[config.mk]
export PLATFORM = sky130hd
export DESIGN_NAME = isp_ctrl
export DESIGN_NICKNAME = d
export VERILOG_FILES = /design/src/rtl/isp_pkg.sv /design/src/rtl/isp_ctrl.sv
export SDC_FILE = /design/constraint.sdc
export NUM_CORES = 1
export LEC_CHECK = 0
export BUFFER_PORTS_ARGS = -buffer_cell sky130_fd_sc_hd__clkbuf_2
export CORE_AREA = 2 2 39 41
export CTS_CLUSTER_DIAMETER = 120
export CTS_CLUSTER_SIZE = 12
export DETAILED_ROUTE_END_ITERATION = 16
export DIE_AREA = 0 0 41 43
export HOLD_SLACK_MARGIN = 0.15
export PLACE_DENSITY_LB_ADDON = 0.2
export SLEW_MARGIN = 10
export SYNTH_ARGS = -nofsm -noshare
export SYNTH_HDL_FRONTEND = slang
export SYNTH_SLANG_ARGS = --single-unit
[constraint.sdc]
create_clock -name clk_i -period 0.97 [get_ports clk_i]
set_input_delay 0 -clock clk_i [delete_from_list [all_inputs] [get_ports clk_i]]
set_output_delay 0 -clock clk_i [all_outputs]
set_load 0.005 [all_outputs]
[src/rtl/isp_pkg.sv]
// Shared widths, field layout, command/status types and state codes of the path counter.
package isp_pkg;

  // Default and limit of the order clamp
  localparam int unsigned MAX_ORDER_DEF = 63;

  // Input field widths
  localparam int unsigned ORDER_W = 6;
  localparam int unsigned ROOM_W  = 16;
  localparam int unsigned SPEED_W = 13;
  localparam int unsigned TIME_W  = 16;

  // Input field offsets inside tdata, lowest field first
  localparam int unsigned ORDER_LSB = 0;
  localparam int unsigned RX_LSB    = ORDER_LSB + ORDER_W;
  localparam int unsigned RY_LSB    = RX_LSB + ROOM_W;
  localparam int unsigned RZ_LSB    = RY_LSB + ROOM_W;
  localparam int unsigned SPEED_LSB = RZ_LSB + ROOM_W;
  localparam int unsigned TIME_LSB  = SPEED_LSB + SPEED_W;
  localparam int unsigned IN_BITS   = TIME_LSB + TIME_W;
  localparam int unsigned IN_TDATA_W = ((IN_BITS + 7) / 8) * 8;

  // Result field
  localparam int unsigned COUNT_W     = 19;
  localparam int unsigned OUT_TDATA_W = ((COUNT_W + 7) / 8) * 8;

  // Arithmetic widths
  localparam int unsigned SQ_W        = 2 * ROOM_W;
  localparam int unsigned PROD_W      = SPEED_W + TIME_W;
  localparam int unsigned RANGE_W     = 2 * PROD_W;
  localparam int unsigned RANGE_SHIFT = 12;

  // Axis of a term pushed into the distance pipeline
  typedef enum logic [1:0] {
    AXIS_X,
    AXIS_Y,
    AXIS_Z
  } axis_e;

  // Controller states
  typedef enum logic [2:0] {
    ST_IDLE,
    ST_RANGE,
    ST_X,
    ST_Y,
    ST_Z,
    ST_DRAIN
  } state_e;

  // Commands from controller to datapath
  typedef struct packed {
    logic  load;
    logic  range_calc;
    logic  i_first;
    logic  i_next;
    logic  j_first;
    logic  j_next;
    logic  k_first;
    logic  k_next;
    logic  issue;
    axis_e axis;
    logic  publish;
  } cmd_t;

  // Status from datapath to controller
  typedef struct packed {
    logic i_last;
    logic j_last;
    logic k_last;
    logic busy;
  } status_t;

endpackage

[src/rtl/isp_ctrl.sv]
// Walk sequencer and stream handshake control of the path counter.
module isp_ctrl (
  input  logic            clk_i,
  input  logic            rst_ni,
  input  logic            in_valid_i,
  output logic            in_ready_o,
  output logic            out_valid_o,
  input  logic            out_ready_i,
  input  isp_pkg::status_t status_i,
  output isp_pkg::cmd_t   cmd_o
);
  import isp_pkg::*;

  state_e state_q, state_d;
  logic   out_valid_q, out_valid_d;

  // State and output-valid registers
  always_ff @(posedge clk_i or negedge rst_ni) begin
    if (!rst_ni) begin
      state_q     <= ST_IDLE;
      out_valid_q <= 1'b0;
    end else begin
      state_q     <= state_d;
      out_valid_q <= out_valid_d;
    end
  end

  // Next state and commands
  always_comb begin
    state_d    = state_q;
    cmd_o      = '0;
    cmd_o.axis = AXIS_X;
    in_ready_o = 1'b0;
    unique case (state_q)
      ST_IDLE: begin
        in_ready_o = 1'b1;
        if (in_valid_i) begin
          cmd_o.load = 1'b1;
          state_d    = ST_RANGE;
        end
      end
      ST_RANGE: begin
        cmd_o.range_calc = 1'b1;
        cmd_o.i_first    = 1'b1;
        state_d          = ST_X;
      end
      ST_X: begin
        cmd_o.issue   = 1'b1;
        cmd_o.axis    = AXIS_X;
        cmd_o.j_first = 1'b1;
        state_d       = ST_Y;
      end
      ST_Y: begin
        cmd_o.issue   = 1'b1;
        cmd_o.axis    = AXIS_Y;
        cmd_o.k_first = 1'b1;
        state_d       = ST_Z;
      end
      ST_Z: begin
        cmd_o.issue = 1'b1;
        cmd_o.axis  = AXIS_Z;
        priority if (!status_i.k_last) begin
          cmd_o.k_next = 1'b1;
        end else if (!status_i.j_last) begin
          cmd_o.j_next = 1'b1;
          state_d      = ST_Y;
        end else if (!status_i.i_last) begin
          cmd_o.i_next = 1'b1;
          state_d      = ST_X;
        end else begin
          state_d = ST_DRAIN;
        end
      end
      ST_DRAIN: begin
        // wait for the pipeline to empty and the output register to be free
        if (!status_i.busy && (!out_valid_q || out_ready_i)) begin
          cmd_o.publish = 1'b1;
          state_d       = ST_IDLE;
        end
      end
      default: state_d = ST_IDLE;
    endcase
  end

  // Hold the result until the transfer completes
  assign out_valid_d = (out_valid_q && !out_ready_i) || cmd_o.publish;
  assign out_valid_o = out_valid_q;

endmodule

==> Word-level counts from Yosys, hierarchy flattened <==
Index checks and enable logic that the tools add are counted.
{ "word_totals": {"out_inout_bits": 14, "elab_cells": 43, "input_bits": 8, "regBits": 4} }
{ "op_classes": {"n_eq_ne": 8, "reduce_logical": 9, "muxes": 24} }
{ "ops": {"columns": ["operator", "count"], "rows": [
  ["one-hot mux 3 bit (6 select lines)", 1],
  ["two-way mux 1 bit", 16],
  ["two-way mux 3 bit", 5],
  ["one-hot mux 3 bit (3 select lines)", 1],
  ["== test 3 x 2 -> 1 bit, second input constant", 2],
  ["== test 3 bit, second input constant", 2],
  ["inequality test 2 bit, second input constant", 3],
  ["== test 3 x 1 -> 1 bit, second input constant", 1],
  ["zero test 1 bit", 3],
  ["zero test 3 bit", 1],
  ["AND reduction 3 bit", 1],
  ["logical AND 1 bit", 2],
  ["logical OR 1 bit", 2],
  ["two-way mux 2 bit", 1]
]} }

==> Logic depth before layout (Yosys ltp) <==
{ "depth": {"depth_word": 6, "mapped_depth": 5, "mapped_depth_nobuf": 5} }

==> Least setup slack after synthesis <==
No wires, ideal clock.
{ "synth_timing": {"path_kind": "register to register", "start": "register state_q[1]", "end": "register state_q[1]", "n_path_buf": 0, "setup_time_ps": 124, "arrival_ps": 914, "path_stages_with_launch": 4, "required_time_ps": 846, "synth_period_minus_slack_ps": 1038, "slack_ps": -68, "cell_sequence": "dfrtp_1 -> or2b_4 -> nor2_2 -> a211o_1"} }
{ "synth_via": {"elab_chain_len": 3, "elab_cells_between_ends": 11, "cone_classes": "eq/ne: 8; mux: 1; reduce/logical: 2"} }
{ "synth_lines": {"columns": ["item", "line_no", "text"], "rows": [
  ["start: declaration", "isp_ctrl.sv:14", "state_e state_q, state_d;"],
  ["start signal: assignment", "isp_ctrl.sv:23", "state_q <= state_d;"],
  ["== test 3 bit / zero test 3 bit (equally long branches)", "isp_ctrl.sv:34", "unique case (state_q)"],
  ["inequality test 2 bit (no source line)", null, null],
  ["AND reduction 3 bit (no source line)", null, null]
]} }
Parallel ways exist; a longest one is shown, timed or not.
A chain may end at the register's enable or synchronous reset.

==> impl_metrics.py <==
metrics = {
    "layout": {
        "final_core_util": 0.4901,
        "fin_nets": 88,
        "finalInstanceArea_um2": 678.2,
        "area_delta_synth_final_pct": 149.8,
        "layout-drive-gt1-share": 0.7436,
        "diodes": 0,
    },
    "routing": {
        "met2_length_um": 566,
        "wl_um": 974,
        "dr_total_vias": 398,
        "drc": 0,
        "firstDrtPassIters": 2,
        "drt_iter0_markers": 3,
        "met3_length_um": 38,
        "ant_nets": 0,
        "m1WireLength_um": 368,
        "dr.max_layer_used": "met3",
        "vias_per_cell": 4.234,
        "wl_per_cell_um": 10.36,
    },
    "timing": {
        "post-route-period-util": 1.258,
        "hold_violations": 0,
        "fin_crit_ns": 1.221,
        "tns_ns": -3.211,
        "slew_viol_final": 0,
        "relSlewSlack": 0.7121,
        "setup_viol": 16,
        "clock_skew_ns": 0.004761,
        "tightest_slew_ns": 0.4281,
        "whs_ns": 0.1666,
        "setup_ws_ns": -0.2506,
        "fmax_ghz": 0.8193,
        "rsz0062_at_grt": "true",
    },
    "power": {
        "p_leak_uw": 0.0003575,
        "fin_total_pwr_uw": 1773,
        "powerDensity_nw_per_um2": 2614,
        "peakVddDrop_mv": 0.8910,
    },
    "worst_setup_path": {
        "critPathBufInv": 1,
        "crit_fanout": 5,
        "crit_chain": "or2b_4 -> nor2_4 -> clkbuf_2",
        "path_class": "flip-flop to primary output",
        "cp_slowest_stage_delay_ns": 0.44,
        "startpoint_type": "flip-flop",
        "slowest_stage": "dfrtp_2",
        "worstPathRequired_ns": 0.97,
        "crit_family": "flip-flops",
        "cp-end-kind": "primary output",
        "critPathArrivalTime_ns": 1.22,
    },
    "yosys": {
        "ys_types": 19,
        "synthCells": 35,
        "yosys-top-cells-area": "dfrtp_1 (37%), nor2_1 (9.7%), nor3_1 (5.5%)",
        "syn_area_um2": 271.5,
        "netlist.area_leader.share": 0.3687,
        "ys_ff_latch": 4,
        "ys_warn_count": 0,
        "synth.net_count": 43,
        "ys_seq_area_frac": 0.3687,
        "synth.avg_cell_area_um2": 7.757,
        "yosys.area.top_type": "dfrtp_1",
    },
    "placed_design": {
        "gp_congestion": 0.6081,
        "portBuffers": 21,
        "placed_area_um2": 441.7,
        "post-dp-hpwl_um": 602.3,
    },
    "clock_tree": {
        "clock_path_buffers": 2,
        "clk_latency_ns": 0.23,
        "htreeDepth": 1,
        "clkTransAtPathRegs_ns": 0.04,
        "cts-buffers-inserted": 3,
        "cts_tree": "built",
        "root_buffer": "clkbuf_4",
        "cts_sinks": 4,
    },
    "floorplanning": {
        "fp.dieH_um": 43,
        "initial_core_util": 0.1962,
        "die_x_um": 41,
        "row_count": 14,
        "dieArea_um2": 1763,
        "io_pins": 22,
        "core_area_um2": 1384,
    },
    "global_route": {
        "antenna_found_initial": 0,
        "grt.overflow.total": 0,
        "grt_max_degree": 6,
        "grt_pass1_vias": 369,
        "grt_pass1_wl_mm": 1.559,
        "track_usage": 0.1364,
    },
    "outcome": {
        "status": "finished, violations left",
        "violations": "negative setup slack",
    },
    "flow_run": {
        "drv_cap": 0,
    },
    "min_path": {
        "hp-class": "input pin to flip-flop",
    },
}
-- worst register-to-register path, delay by kind of cell (launching register included) --
family,cells,cell delay (ns)
buf+inv,3,0.33
compound gates,1,0.25
flops,1,0.43
simple gates,1,0.07
-- logic make-up after synthesis --
group | share of synthesized area
AND/OR/NAND/NOR | 0.4102
AO/OA/AOI/OAI | 0.1659
flip-flops | 0.3687
buffers and inverters | 0.05532
-- cells in the mapped netlist (all sizes together) --
master / n
nor2: 8
a211o: 1
nand2: 4
o211ai: 1
nor3: 3
dfrtp: 4
o21bai: 1
or2b: 1
a21boi: 1
and2: 1
nand3: 2
nand2b: 1
nor2b: 2
inv: 2
o21ai: 1
buf: 1
o221ai: 1
-- what timing repair did --
item | CTS | global route
buffers inserted | 7 | 1
setup endpoints to repair | 16 | 16
hold endpoints to repair | 7 | 0
pin swaps | 6 | 3
hold buffers | 5 | 0
gates resized for setup | 15 | 19
-- through the flow --
stage | std cells | setup WS, ns
floorplan | 35 | -0.02770
global placement | 78 | -0.09187
detailed placement | 78 | -0.1004
CTS | 93 | -0.2345
global route | 94 | -0.3223
finish | 94 | -0.2506
-- power by group --
group	switching (µW)	internal (µW)
sequential	121	242
combinational	476	728
clock	67.8	138
total	665	1110
-- routing by layer --
layer / global-route usage / vias to the layer above
met5: 0 / -
met4: 0.06000 / 0
met3: 0.06283 / 0
met2: 0.2156 / 8
met1: 0.1475 / 182
li1: - / 208
-- final cells by class --
type / instances / area, µm²
clock buffers: 3 / 22.52
fillers: 134 / 705.7
inverters: 2 / 7.507
multi-input cells: 28 / 221.5
flip-flops and latches: 4 / 103.9
well taps: 16 / 20.02
repair buffers: 41 / 302.8
-- sequential cells by signal, indices dropped and copies added, names as in the netlist --
name         flops
out_valid_o      1
state_q          3
-- worst paths after layout --
kind / start / to / slack, ns / depth (start not counted)
min: status_i[2] / state_q[0] / 0.17 / 4
max: state_q[1] / cmd_o[7] / -0.25 / 3
max reg2reg: state_q[2] / state_q[1] / -0.24 / 5
min reg2reg: out_valid_o / state_q[2] / 0.70 / 3
max in group asynchronous: rst_ni / state_q[0] / 0.10 / 3
min in group asynchronous: rst_ni / state_q[2] / 0.67 / 3
-- cells in the final DEF (no fill, tap or decap), types with 3 or more instances in the layout --
cell type      netlist  routed
clkbuf_2             0      12
buf_4                1       9
dlygate4sd3_1        0       5
buf_6                0       8
buf_2                0       7
nor2_2               1       3
dfrtp_2              0       3
nor2_1               7       3
clkbuf_4             0       3
(Power assumes the default switching activity.)
